File: src/rtl/edfdt_pkg.sv
package edfdt_pkg;

    localparam logic [7:0]  DOT_CHAR      = 8'h2E;
    localparam logic [6:0]  PIVOT_YEAR    = 7'd85;
    localparam logic [6:0]  YEARS_PRE_1985 = 7'd15;
    localparam logic [15:0] DAYS_TO_1985  = 16'd5479;
    localparam logic [8:0]  DAYS_PER_YEAR = 9'd365;
    localparam logic [16:0] SEC_PER_DAY   = 17'd86400;
    localparam logic [11:0] SEC_PER_HOUR  = 12'd3600;
    localparam logic [5:0]  SEC_PER_MIN   = 6'd60;
    localparam logic [9:0]  MS_PER_SEC    = 10'd1000;
    localparam logic [41:0] EPOCH_MS_MIN  = 42'd473385600000;
    localparam logic [41:0] EPOCH_MS_MAX  = 42'd3629145599000;

    typedef struct packed {
        logic       fmt_ok;
        logic [6:0] day;
        logic [6:0] mon;
        logic [6:0] yr2;
        logic [6:0] hr;
        logic [6:0] mi;
        logic [6:0] se;
    } edfdt_fields_t;

    function automatic logic [8:0] days_before_month(input logic [3:0] m);
        logic [8:0] d;
        unique case (m)
            4'd1:    d = 9'd0;
            4'd2:    d = 9'd31;
            4'd3:    d = 9'd59;
            4'd4:    d = 9'd90;
            4'd5:    d = 9'd120;
            4'd6:    d = 9'd151;
            4'd7:    d = 9'd181;
            4'd8:    d = 9'd212;
            4'd9:    d = 9'd243;
            4'd10:   d = 9'd273;
            4'd11:   d = 9'd304;
            4'd12:   d = 9'd334;
            default: d = 9'd0;
        endcase
        return d;
    endfunction

    function automatic logic [4:0] month_len(input logic [3:0] m, input logic leap);
        logic [4:0] n;
        unique case (m)
            4'd2:                        n = leap ? 5'd29 : 5'd28;
            4'd4, 4'd6, 4'd9, 4'd11:     n = 5'd30;
            4'd1, 4'd3, 4'd5, 4'd7,
            4'd8, 4'd10, 4'd12:          n = 5'd31;
            default:                     n = 5'd0;
        endcase
        return n;
    endfunction

endpackage

File: src/rtl/edfdt_parse.sv
module edfdt_parse
    import edfdt_pkg::*;
(
    input  logic [63:0]   date_text,
    input  logic [63:0]   time_text,
    output edfdt_fields_t fields
);

    logic [7:0] dch [8];
    logic [7:0] tch [8];
    logic [7:0] dgt_ok;
    logic [7:0] tgt_ok;
    logic [3:0] dv [8];
    logic [3:0] tv [8];

    always_comb begin
        for (int i = 0; i < 8; i++) begin
            dch[i]    = date_text[63 - 8 * i -: 8];
            tch[i]    = time_text[63 - 8 * i -: 8];
            dgt_ok[i] = (dch[i][7:4] == 4'h3) && (dch[i][3:0] <= 4'd9);
            tgt_ok[i] = (tch[i][7:4] == 4'h3) && (tch[i][3:0] <= 4'd9);
            dv[i]     = dch[i][3:0];
            tv[i]     = tch[i][3:0];
        end
    end

    function automatic logic [6:0] pair(input logic [3:0] hi, input logic [3:0] lo);
        return 7'({hi, 3'b000}) + 7'({hi, 1'b0}) + 7'(lo);
    endfunction

    always_comb begin
        fields.fmt_ok = (dch[2] == DOT_CHAR) && (dch[5] == DOT_CHAR)
                     && (tch[2] == DOT_CHAR) && (tch[5] == DOT_CHAR)
                     && dgt_ok[0] && dgt_ok[1] && dgt_ok[3] && dgt_ok[4]
                     && dgt_ok[6] && dgt_ok[7]
                     && tgt_ok[0] && tgt_ok[1] && tgt_ok[3] && tgt_ok[4]
                     && tgt_ok[6] && tgt_ok[7];
        fields.day = pair(dv[0], dv[1]);
        fields.mon = pair(dv[3], dv[4]);
        fields.yr2 = pair(dv[6], dv[7]);
        fields.hr  = pair(tv[0], tv[1]);
        fields.mi  = pair(tv[3], tv[4]);
        fields.se  = pair(tv[6], tv[7]);
    end

endmodule

File: src/rtl/edf_start_date_time_to_ms.sv
// Converts the start date "dd.mm.yy" and start time "hh.mm.ss" of an EDF header into
// milliseconds since 1970-01-01 00:00:00 UTC, with a flag that is high when both fields are
// well formed and in range (years 85..99 are 1985..1999, 00..84 are 2000..2084). One word
// enters per clock cycle unless back-pressure holds it, and passes through a four-stage pipeline
// (character check, calendar day count, seconds, milliseconds); every stage holds its word on
// its own under back-pressure, so bubbles are squeezed out. An invalid word gives zero.
module edf_start_date_time_to_ms
    import edfdt_pkg::*;
(
    input  logic         aclk,
    input  logic         aresetn,
    input  logic         s_tvalid,
    output logic         s_tready,
    input  logic [127:0] s_tdata,   // date_text[63:0], time_text[127:64]
    output logic         m_tvalid,
    input  logic         m_tready,
    output logic [47:0]  m_tdata,   // epoch_ms[41:0], zero padding[47:42]
    output logic         m_tuser    // valid_res
);

    edfdt_fields_t fields_next;
    edfdt_fields_t f1_reg;
    logic          v1_reg, v2_reg, v3_reg, v4_reg;
    logic          rdy1, rdy2, rdy3, rdy4;

    logic          ok2_next, ok2_reg, ok3_reg;
    logic [15:0]   days_next, days_reg;
    logic [16:0]   sod_next, sod_reg;
    logic [31:0]   sec_next, sec_reg;
    logic [41:0]   ms_next, ms_reg;
    logic          res_ok_reg;

    logic [6:0]    k_yr;
    logic          leap;
    logic [4:0]    mdays;
    logic [9:0]    doy;

    edfdt_parse u_parse (
        .date_text (s_tdata[63:0]),
        .time_text (s_tdata[127:64]),
        .fields    (fields_next)
    );

    assign rdy4     = !v4_reg || m_tready;
    assign rdy3     = !v3_reg || rdy4;
    assign rdy2     = !v2_reg || rdy3;
    assign rdy1     = !v1_reg || rdy2;
    assign s_tready = rdy1;

    always_comb begin
        k_yr  = (f1_reg.yr2 >= PIVOT_YEAR) ? (f1_reg.yr2 - PIVOT_YEAR)
                                           : (f1_reg.yr2 + YEARS_PRE_1985);
        leap  = (k_yr[1:0] == 2'b11);
        mdays = month_len(f1_reg.mon[3:0], leap);
        ok2_next = f1_reg.fmt_ok
                && (f1_reg.mon >= 7'd1) && (f1_reg.mon <= 7'd12)
                && (f1_reg.day >= 7'd1) && (f1_reg.day <= 7'(mdays))
                && (f1_reg.hr <= 7'd23) && (f1_reg.mi <= 7'd59) && (f1_reg.se <= 7'd59);
        doy = 10'(days_before_month(f1_reg.mon[3:0]))
            + 10'(leap && (f1_reg.mon > 7'd2))
            + 10'(f1_reg.day) - 10'd1;
        days_next = DAYS_TO_1985 + 16'(16'(k_yr) * 16'(DAYS_PER_YEAR)) + 16'(k_yr >> 2)
                  + 16'(doy);
        sod_next  = 17'(17'(f1_reg.hr) * 17'(SEC_PER_HOUR))
                  + 17'(17'(f1_reg.mi) * 17'(SEC_PER_MIN))
                  + 17'(f1_reg.se);
    end

    assign sec_next = 32'(32'(days_reg) * 32'(SEC_PER_DAY)) + 32'(sod_reg);
    assign ms_next  = ok3_reg ? 42'(42'(sec_reg) * 42'(MS_PER_SEC)) : 42'd0;

    always_ff @(posedge aclk) begin
        if (!aresetn) begin
            v1_reg <= 1'b0;
            v2_reg <= 1'b0;
            v3_reg <= 1'b0;
            v4_reg <= 1'b0;
        end else begin
            if (rdy1) begin
                v1_reg <= s_tvalid;
            end
            if (rdy2) begin
                v2_reg <= v1_reg;
            end
            if (rdy3) begin
                v3_reg <= v2_reg;
            end
            if (rdy4) begin
                v4_reg <= v3_reg;
            end
        end
    end

    always_ff @(posedge aclk) begin
        if (rdy1) begin
            f1_reg <= fields_next;
        end
        if (rdy2) begin
            ok2_reg  <= ok2_next;
            days_reg <= days_next;
            sod_reg  <= sod_next;
        end
        if (rdy3) begin
            ok3_reg <= ok2_reg;
            sec_reg <= sec_next;
        end
        if (rdy4) begin
            res_ok_reg <= ok3_reg;
            ms_reg     <= ms_next;
        end
    end

    assign m_tvalid = v4_reg;
    assign m_tuser  = res_ok_reg;
    assign m_tdata  = {6'd0, ms_reg};

    a_invalid_is_zero: assert property (@(posedge aclk) disable iff (!aresetn)
        (m_tvalid && !m_tuser) |-> (m_tdata == 48'd0))
        else $error("invalid word carries a nonzero time");

    a_valid_in_range: assert property (@(posedge aclk) disable iff (!aresetn)
        (m_tvalid && m_tuser) |-> ((m_tdata[41:0] >= EPOCH_MS_MIN)
                                  && (m_tdata[41:0] <= EPOCH_MS_MAX)))
        else $error("valid time outside the accepted date range");

    a_empty_accepts: assert property (@(posedge aclk) disable iff (!aresetn)
        (!v1_reg && !v2_reg && !v3_reg && !v4_reg) |-> s_tready)
        else $error("empty pipeline refuses input");

    a_reset_empty: assert property (@(posedge aclk)
        !aresetn |=> !m_tvalid)
        else $error("output valid right after reset");

endmodule

File: config.mk
export PLATFORM = sky130hd
export DESIGN_NAME = edf_start_date_time_to_ms
export DESIGN_NICKNAME = d
export VERILOG_FILES = /design/src/rtl/edfdt_pkg.sv /design/src/rtl/edfdt_parse.sv /design/src/rtl/edf_start_date_time_to_ms.sv
export SDC_FILE = /design/constraint.sdc
export NUM_CORES = 1
export LEC_CHECK = 0
export BUFFER_PORTS_ARGS = -buffer_cell sky130_fd_sc_hd__buf_2
export CORE_MARGIN = 1
export CORE_UTILIZATION = 56
export DETAILED_ROUTE_END_ITERATION = 12
export PLACE_DENSITY_LB_ADDON = 0.3
export SLEW_MARGIN = 20
export SYNTH_ARGS = -nofsm -noshare
export SYNTH_HDL_FRONTEND = slang
export SYNTH_SLANG_ARGS = --single-unit
File: constraint.sdc
create_clock -name aclk -period 6 [get_ports aclk]
set_input_delay 0.9 -clock aclk [delete_from_list [all_inputs] [get_ports aclk]]
set_output_delay 0.9 -clock aclk [all_outputs]
set_load 0.1 [all_outputs]
---- Word-level counts from Yosys, hierarchy flattened ----
Memory sizes are Yosys's and may differ from the RTL's. A register that Yosys moved wholly into a read port is not among the register bits.
Index checks and enable logic that the tools add are counted.
word-level totals
  ROM bits ................................ 144
  logic and storage cells ................. 147
  input port bits ......................... 132
  output and inout port bits .............. 51
  memories ................................ 1
  bits in registers ....................... 157
memories
  memory            words  width  rd ports  clocked after Yosys merged registers in  wr ports  RTL line         RTL
  (name not given)  16     9      1         1                                        0         edfdt_pkg.sv:27  unique case (m)
operators by class
  muxes and demuxes ....................... 4
  magnitude comparators ................... 21
  eq/ne operators ......................... 29
  reductions and logical operators ........ 45
  multipliers ............................. 5
  add/sub/neg operators ................... 23
operators with widths
  operator                  number
  $eq A4 B2 Y1 const B      14
  $le A4 B4 Y1 const B      12
  $add A7 B4 Y7             6
  $add A7 B5 Y7             6
  $mul A32 B7 Y39 const B   1
  $logic_and A1 B1 Y1       35
  $add A32 B17 Y32          1
  $eq A8 B6 Y1 const B      4
  $mul A16 B10 Y25 const B  1
  $eq A4 B4 Y1 const B      5
  $add A17 B13 Y17          1
  $add A17 B7 Y17           1
  $add A13 B16 Y16 const A  1
  $add A16 B10 Y16          1
  $add A16 B5 Y16           1
  $eq A4 B3 Y1 const B      4
  $mul A7 B9 Y16 const B    1
  $pmux W5 S3               1
  $ge A7 B1 Y1 const B      2
  $le A7 B6 Y1 const B      2
  $mul A7 B8 Y13 const B    1
  $mul A7 B4 Y11 const B    1
  $add A10 B7 Y10           1
  $add A9 B1 Y10            1
  17 further kinds          23

---- Depth between registers and ports, before layout ----
Gate-level depths: netlist of run 1.
  word-level depth ........................ 16
  gate-level depth with buffers ........... 33
  mapped depth without buffers ............ 32

---- Hierarchy ----
From an unflattened synthesis of run 1, not the netlist that was laid out.
unflattened totals
  cell total of the unflattened synthesis .. 1851
  area, all modules ....................... 19939.1 sq um
modules (own cells, without submodules)
  module                     seq. area each (sq um)  area an instance (sq um)  cells an instance  instances
  edf_start_date_time_to_ms  4764.6                  18500.2                   1700               1
  edfdt_parse                0.0                     1438.9                    151                1

---- Worst setup path after synthesis of run 1 ----
OpenSTA, ideal clock, no wires.
  path kind ............................... reg-to-reg
  start ................................... register f1_reg[21] (netlist name)
  end ..................................... register days_reg[15] (data pin)
  data arrival time ....................... 5733 ps
  path buffers ............................ 0
  cell stages (with the launch flop) ...... 32
  setup slack ............................. -11 ps
  clock period less this slack ............ 6011 ps
  library setup time ...................... 277 ps
  data required time ...................... 5723 ps
  path through ............................ edfxtp_1 -> inv_1 -> ha_1 -> nand2_1 -> ha_1 -> inv_1 -> ha_1 -> inv_1 -> fa_1 -> inv_1 -> a21oi_1 -> o21bai_1 -> a21oi_1 -> nor2_1 -> nor2_1 -> xnor2_1 -> ha_1 -> or2_2 -> fa_1 -> inv_1 -> fa_1 -> fa_1 -> inv_1 -> ha_1 -> a21o_1 -> a21oi_1 -> nor2b_1 -> nor2_1 -> o21ai_0 -> a21o_1 -> a21oi_1 -> o311ai_0
on the way
  cells in the longest elaborated chain, start to end .. 8
  elaborated cells between the ends (all ways) .. 13
  classes of those cells .................. 8 x add/sub; 1 x mul; 1 x order compare; 1 x eq/ne; 1 x mux; 1 x reduce/logical
RTL lines
  what                                                                    RTL line                          RTL
  start, declared                                                         edf_start_date_time_to_ms.sv:22   edfdt_fields_t f1_reg;
  start signal, assigned                                                  edf_start_date_time_to_ms.sv:96   f1_reg <= fields_next;
  $add A7 B4 Y7 (tied with other cells)                                   edf_start_date_time_to_ms.sv:52   : (f1_reg.yr2 + YEARS_PRE_1985);
  $mux W7 (*)                                                             edf_start_date_time_to_ms.sv:51   k_yr = (f1_reg.yr2 >= PIVOT_YEAR) ? (f1_reg.yr2 - PIVOT_YEAR)
  parallel branches: the longest is 5 deep, another holds $mul A7 B9 Y16  --
  $add A16 B10 Y16 (*)                                                    edf_start_date_time_to_ms.sv:63   + 16'(doy);
  named net days_next[15]                                                 edf_start_date_time_to_ms.sv:27   logic [15:0] days_next, days_reg;
  end signal, assigned                                                    edf_start_date_time_to_ms.sv:100  days_reg <= days_next;
  end, declared                                                           edf_start_date_time_to_ms.sv:27
Mark *: on every way through the listed nets, which the timed path passes.
A chain may end at the register's enable or synchronous reset.

---- Worst setup path after layout of run 1 ----
  start ................................... register f1_reg[29] (netlist name)
  end ..................................... register days_reg[13] (data pin)
on the way
  cells in the longest elaborated chain, start to end .. 6
RTL lines
  what                     RTL line                         RTL
  $gt A7 B2 Y1             edf_start_date_time_to_ms.sv:60  + 10'(leap && (f1_reg.mon > 7'd2))
  $logic_and A1 B1 Y1      edf_start_date_time_to_ms.sv:60
  $add A9 B1 Y10           edf_start_date_time_to_ms.sv:60
  $add A10 B7 Y10          edf_start_date_time_to_ms.sv:61  + 10'(f1_reg.day) - 10'd1;
  $sub A10 B1 Y10          edf_start_date_time_to_ms.sv:61
  $add A16 B10 Y16         edf_start_date_time_to_ms.sv:63
  named net days_next[13]  edf_start_date_time_to_ms.sv:27
The timed path passes the listed nets, and every way through them passes these cells.

==> results.py, run 1 <==
metrics = {
    "logic_synthesis": {
        "synth_ff_type": "edfxtp_1",
        "post-synth-top-count-cell": "ha_1",
        "synth_edf_count": 150,
        "yosysSeqAreaShare_pct": 24.1,
        "synth_top_area_share_pct": 22.9,
        "ys_ff_latch": 163,
        "synth_area_um2": 19800,
        "yosys.area.top_type": "ha_1",
        "synthesis.instances": 1827,
        "synth_async_sr_flop_share_pct": 0,
        "yosys-top-cells-area": "ha_1 23%, edfxtp_1 23%, fa_1 21%",
        "yosys-top-cells-count": "363 x ha_1, 296 x inv_1, 211 x fa_1, 150 x edfxtp_1, 106 x a21oi_1",
        "yosysUniqueCellTypes": 80,
        "avgSynthCellArea_um2": 10.8,
        "ys_warn_count": 0,
    },
    "timing": {
        "period_minus_slack_ns": 5.99,
        "maxSlewHeadroom_pct": 42.6,
        "finalSetupViolCount": 0,
        "rsz0062_at_grt": "yes",
        "finalWorstSetupSlack_ns": 0.0102,
        "fin_crit_sh_pct": 99.8,
        "worst_pin_slew_ns": 0.838,
        "slew_violations": 0,
        "fmax_ghz": 0.167,
        "finalHoldViolations": 0,
        "finClkSkew_ns": 0.00932,
    },
    "setup_path": {
        "cp-end-kind": "flip-flop",
        "crit_path_max_fanout": 2,
        "crit_path_start_kind": "flip-flop",
        "cp.required_ns": 6.21,
        "path_class": "reg -> reg",
        "critPathArrivalTime_ns": 6.20,
        "cp_slowest_stage_delay_ns": 0.55,
        "slowest_stage": "fa_1",
    },
    "route": {
        "drt_iter0_markers": 493,
        "drc": 0,
        "totalWireLength_mm": 38.1,
        "ant_nets": 0,
        "via_per_inst": 5.42,
        "route.detailed.wl_per_inst_um": 15.2,
        "vias": 13600,
        "first_pass_iters": 4,
    },
    "grt": {
        "track_usage_pct": 22.2,
        "grt_max_degree": 41,
        "antenna_found_initial": 0,
        "grt_first_pass_wirelength_mm": 64.0,
        "grt_overflow": 0,
        "grt_pass1_vias": 13900,
    },
    "placement": {
        "dp_slack_ns": -0.184,
        "numPortBuffers": 173,
        "dpl.hpwl_mm": 32.5,
        "gp_congestion": 0.911,
    },
    "hold_path": {
        "hold_path_class": "reg -> reg",
    },
    "layout": {
        "num-fill-cells": 2690,
        "final_nets": 2747,
        "antenna_cells": 0,
        "post_route_cells_drive_above_1_share_pct": 14.7,
        "multi_input_area_um2": 14000,
        "post-route-util_pct": 64.0,
        "regArea_um2": 4760,
        "largest_reg_flops": 43,
        "syn_to_final_growth_pct": 11.9,
    },
    "floorplan": {
        "die-area_um2": 36100,
        "dieHeight_um": 190,
        "initial_core_util_pct": 57.2,
        "die_w_um": 190,
        "ioPinCount": 183,
        "core_region_area_um2": 34600,
        "fp-row-count": 68,
    },
    "clocking": {
        "h-tree-depth": 4,
        "cts_root_buf": "clkbuf_16",
        "cts_sinks": 163,
        "cts_tree": "built",
        "cts_buffers": 17,
        "cts_hold_buf": 0,
        "cts_buffer_depth": 2,
        "clock_latency_ns": 0.46,
        "clk_pin_slew_ns": 0.07,
    },
    "outcome": {
        "outcome": "complete, no violations",
    },
    "job": {
        "max_cap_violations": 0,
    },
}
## final cells by class
cell class	count	area share (%)
multi-input cells	1356	63.2
flip-flops and latches	163	21.5
repair buffers	207	5.06
inverters	296	5.01
well taps	455	2.57
clock buffers	18	1.94
clock inverters	14	0.751
## per-layer routing
metal  wire, µm  track usage (%)
met1      16700             27.6
met3       1400             3.06
met2      19000             39.3
met4        978             7.44
met5          0                0
## final timing paths
| path | from | to | slack (ns) | depth (start not counted) |
|---|---|---|---|---|
| max reg2reg | f1_reg[29] | days_reg[13] | 0.01 | 32 |
| min reg2reg | ok2_reg | ok3_reg | 0.43 | 0 |
| min | ok2_reg | ok3_reg | 0.43 | 0 |
| max | f1_reg[29] | days_reg[13] | 0.01 | 32 |
## cells by family (layout without fill, tap and decap cells)
group,count (synthesis),in the layout,synth area share [%]
compound gates,328,328,10.9
xor+xnor,148,148,6.62
fa+ha+maj,576,576,44.4
buf+inv,316,535,6.17
flops,163,163,24.1
mux,6,6,0.303
other cells,1,9,0.0189
simple gates,289,289,7.60
## metrics by stage
stage	std cells	hold WS (ns)	TNS [ns]	cell area, µm²
global route	2509	0.426	-1.64	22200
floorplan	1835	0.400	0	19800
global placement	2469	0.401	-0.0892	21400
CTS	2507	0.429	0	22000
detailed placement	2469	0.409	-0.472	21400
finish	2509	0.427	0	22200
## placed cells by master, fill, tap and decap left out, drive strengths merged, types with 26 or more instances in the layout
master | synthesis | final
ha | 363 | 363
nand3 | 26 | 26
a21oi | 110 | 110
nand2 | 58 | 58
o21bai | 27 | 27
edfxtp | 150 | 150
buf | 9 | 207
fa | 211 | 211
xor2 | 48 | 48
xnor2 | 100 | 100
a21o | 55 | 55
nor2 | 87 | 87
inv | 296 | 304
o21ai | 58 | 58
## repair_timing
action	in CTS	in global routing
setup buffers	6	3
pin swaps	10	25
hold endpoints to repair	0	0
resized for setup	8	28
setup endpoints to repair	3	9
## worst max-delay path: cells and delay by family (launching register included)
| kind | cells | cell delay, ns |
|---|---|---|
| and+or+nand+nor | 7 | 0.79 |
| xor gates and xnor gates | 2 | 0.19 |
| AOI/OAI and AO/OA | 9 | 1.37 |
| DFF | 1 | 0.40 |
| adders and majority gates | 8 | 2.59 |
| buffers and inverters | 6 | 0.41 |
Power of run 1 is left out: the tool's default activity adds up to more than one toggle a clock period on the data nets, which glitch-free logic cannot reach.
==> inputs of run 2 (changes only) <==
--- a/config.mk
+++ b/config.mk
@@ -5,11 +5,13 @@
 export SDC_FILE = /design/constraint.sdc
 export NUM_CORES = 1
 export LEC_CHECK = 0
+export ABC_AREA = 1
 export BUFFER_PORTS_ARGS = -buffer_cell sky130_fd_sc_hd__buf_2
+export CORE_ASPECT_RATIO = 1.2
 export CORE_MARGIN = 1
-export CORE_UTILIZATION = 56
+export CORE_UTILIZATION = 57
 export DETAILED_ROUTE_END_ITERATION = 12
-export PLACE_DENSITY_LB_ADDON = 0.3
+export PLACE_DENSITY = 0.78
 export SLEW_MARGIN = 20
 export SYNTH_ARGS = -nofsm -noshare
 export SYNTH_HDL_FRONTEND = slang
==> run 2 against run 1 <==
- cell area up 4.0%
- die area up 3.4%
- highest routed layer unchanged
- global-route usage increased by 3.4 points
==> results.py, run 2 <==
metrics = {
    "logic_synthesis": {
        "synth_async_sr_flop_share_pct": 0,
        "yosys-top-cells-count": "426 x inv_1, 363 x ha_1, 329 x nand2_1, 211 x fa_1, 168 x a21oi_1",
        "yosys-top-cells-area": "ha_1 22%, edfxtp_1 22%, fa_1 20%",
        "synth_edf_count": 150,
        "yosys.area.top_type": "ha_1",
        "synthAdderAreaFrac_pct": 42.1,
        "ys_warn_count": 0,
        "synthesis.instances": 2267,
        "ys_ff_latch": 163,
        "synth_area_um2": 20800,
        "synth_xor_area_share_pct": 4.62,
        "yosysUniqueCellTypes": 48,
        "avgSynthCellArea_um2": 9.19,
        "post-synth-top-count-cell": "inv_1",
        "synth_ff_type": "edfxtp_1",
        "synth-simple-area-share_pct": 13.3,
        "yosysSeqAreaShare_pct": 22.9,
        "synthMuxAreaShare_pct": 0,
        "synth_top_area_share_pct": 21.8,
        "synth-compound-area-share_pct": 8.85,
        "synth_top_family_by_area": "adder cells",
    },
    "clocking": {
        "cts_buffers": 17,
        "cts_hold_buf": 0,
        "h-tree-depth": 4,
        "clock_latency_ns": 0.47,
        "cts_buffer_depth": 2,
        "clk_pin_slew_ns": 0.07,
        "cts_sinks": 163,
        "cts_root_buf": "clkbuf_16",
        "cts_tree": "built",
    },
    "layout": {
        "final_nets": 3179,
        "multi_input_area_um2": 14400,
        "final_common_cell": "inv_1",
        "largest_reg_flops": 43,
        "syn_to_final_growth_pct": 10.6,
        "num-fill-cells": 3019,
        "antenna_cells": 0,
        "final_cell_mix": "426 x inv_1, 361 x ha_1, 329 x nand2_1, 211 x fa_1, 173 x buf_2",
        "post_route_cells_drive_above_1_share_pct": 11.3,
        "regArea_um2": 4760,
    },
    "setup_path": {
        "r2r-start": "f1_reg[31]",
        "cp-end-kind": "flip-flop",
        "reg2regPathDepth": 27,
        "cp.required_ns": 6.20,
        "critical_path.startpoint": "f1_reg[31]",
        "crit_path_start_kind": "flip-flop",
        "crit_path_max_fanout": 5,
        "critPathArrivalTime_ns": 5.97,
        "path_class": "reg -> reg",
    },
    "floorplan": {
        "initial_core_util_pct": 58.0,
        "die-area_um2": 37300,
        "core_region_area_um2": 35900,
        "die_w_um": 177,
        "ioPinCount": 183,
        "dieHeight_um": 211,
        "fp-row-count": 76,
    },
    "timing": {
        "finalWorstSetupSlack_ns": 0.236,
        "finClkSkew_ns": 0.0164,
        "finalSetupViolCount": 0,
        "finalHoldViolations": 0,
        "fin_crit_sh_pct": 96.1,
        "maxSlewHeadroom_pct": 31.6,
        "worst_pin_slew_ns": 1.01,
        "period_minus_slack_ns": 5.76,
        "slew_violations": 0,
        "fmax_ghz": 0.174,
    },
    "route": {
        "vias": 15900,
        "route.detailed.wl_per_inst_um": 15.3,
        "drc": 0,
        "first_pass_iters": 8,
        "ant_nets": 0,
        "drt_iter0_markers": 727,
        "via_per_inst": 5.38,
        "totalWireLength_mm": 45.2,
    },
    "placement": {
        "dpl.hpwl_mm": 38.3,
        "dp_slack_ns": -0.0651,
        "numPortBuffers": 173,
        "gp_congestion": 0.926,
    },
    "grt": {
        "grt_first_pass_wirelength_mm": 76.0,
        "grt_pass1_vias": 16900,
        "track_usage_pct": 25.5,
        "grt_overflow": 0,
        "antenna_found_initial": 0,
        "grt_max_degree": 41,
    },
    "hold_path": {
        "worstHoldPathCells": 0,
        "hold_start": "sod_reg[1]",
        "hold_path_class": "reg -> reg",
    },
    "job": {
        "max_cap_violations": 0,
    },
    "outcome": {
        "outcome": "complete, no violations",
    },
}
## run 2: changes by cell type in the layout (fill, tap and decap cells not counted), sizes merged, moves of 53 or more
cell	previous run	this run
inv	304	442
nor2	87	140
o21ai	58	117
a21oi	110	169
xnor2	100	34
nand3	26	85
nand2	58	341
## run 2: metrics by stage
step                      TNS, ns  area [µm²]  cells  hold WS (ns)  utilization [%]
after detailed placement  -0.0651       22400   2918         0.405             62.2
after CTS                       0       23000   2950         0.421             63.9
final                           0       23100   2954         0.420             64.1
after global placement          0       22400   2918         0.402             62.2
after global routing       -0.193       23100   2954         0.427             64.1
after floorplan                 0       20900   2275         0.400                -
## run 2: area by class of cell
class / instances / area share (%)
multi-input cells: 1662 / 62.6
clock inverters: 14 / 0.803
repair buffers: 193 / 4.41
well taps: 468 / 2.54
flip-flops and latches: 163 / 20.7
clock buffers: 18 / 1.86
inverters: 436 / 7.10
## run 2: path summary, 6_finish.rpt
kind	endpoint	slack [ns]
max	days_reg[10]	0.24
min	sec_reg[1]	0.42
max reg2reg	days_reg[10]	0.24
min reg2reg	sec_reg[1]	0.42
## run 2: kinds of logic after synthesis
kind of cell | count (synthesis)
and+or+nand+nor | 630
adders and majority gates | 574
buffers and inverters | 450
AOI/OAI and AO/OA | 339
DFF | 163
xor gates and xnor gates | 110
other | 1
## run 2: timing repair
| action | 4_1_cts | 5_1_grt |
|---|---|---|
| pin swaps | 0 | 3 |
| resized for setup | 2 | 16 |
| endpoints found under the hold margin | 0 | 0 |
| gates cloned | 0 | 0 |
| setup buffers | 0 | 4 |
| endpoints found under the setup margin | 2 | 8 |
## run 2: layer usage
| metal | up-vias | GRT usage, % | part of all wire, % |
|---|---|---|---|
| li1 | 7845 | - | - |
| met1 | 7538 | 26.3 | 38 |
| met2 | 383 | 50.4 | 55 |
| met3 | 117 | 2.82 | 2.8 |
| met4 | 0 | 12.2 | 4.0 |
| met5 | - | 0 | 0 |
## run 2: critical path: stages (launching register included)
cell	delay, ns
edfxtp_1	0.47
nor2_2	0.17
o211ai_1	0.12
nand2_1	0.10
ha_1	0.22
inv_1	0.06
ha_1	0.15
inv_1	0.06
fa_1	0.41
o21ai_2	0.18
nand2_1	0.07
nand2_1	0.06
a21oi_1	0.08
xor2_1	0.16
ha_1	0.22
or2_2	0.30
fa_1	0.48
inv_1	0.05
fa_1	0.46
fa_1	0.54
inv_1	0.05
ha_1	0.34
a21oi_2	0.20
o21ai_2	0.10
a21boi_2	0.20
buf_4	0.13
buf_4	0.09
xnor2_1	0.05
Power of run 2 is left out for the same reason.
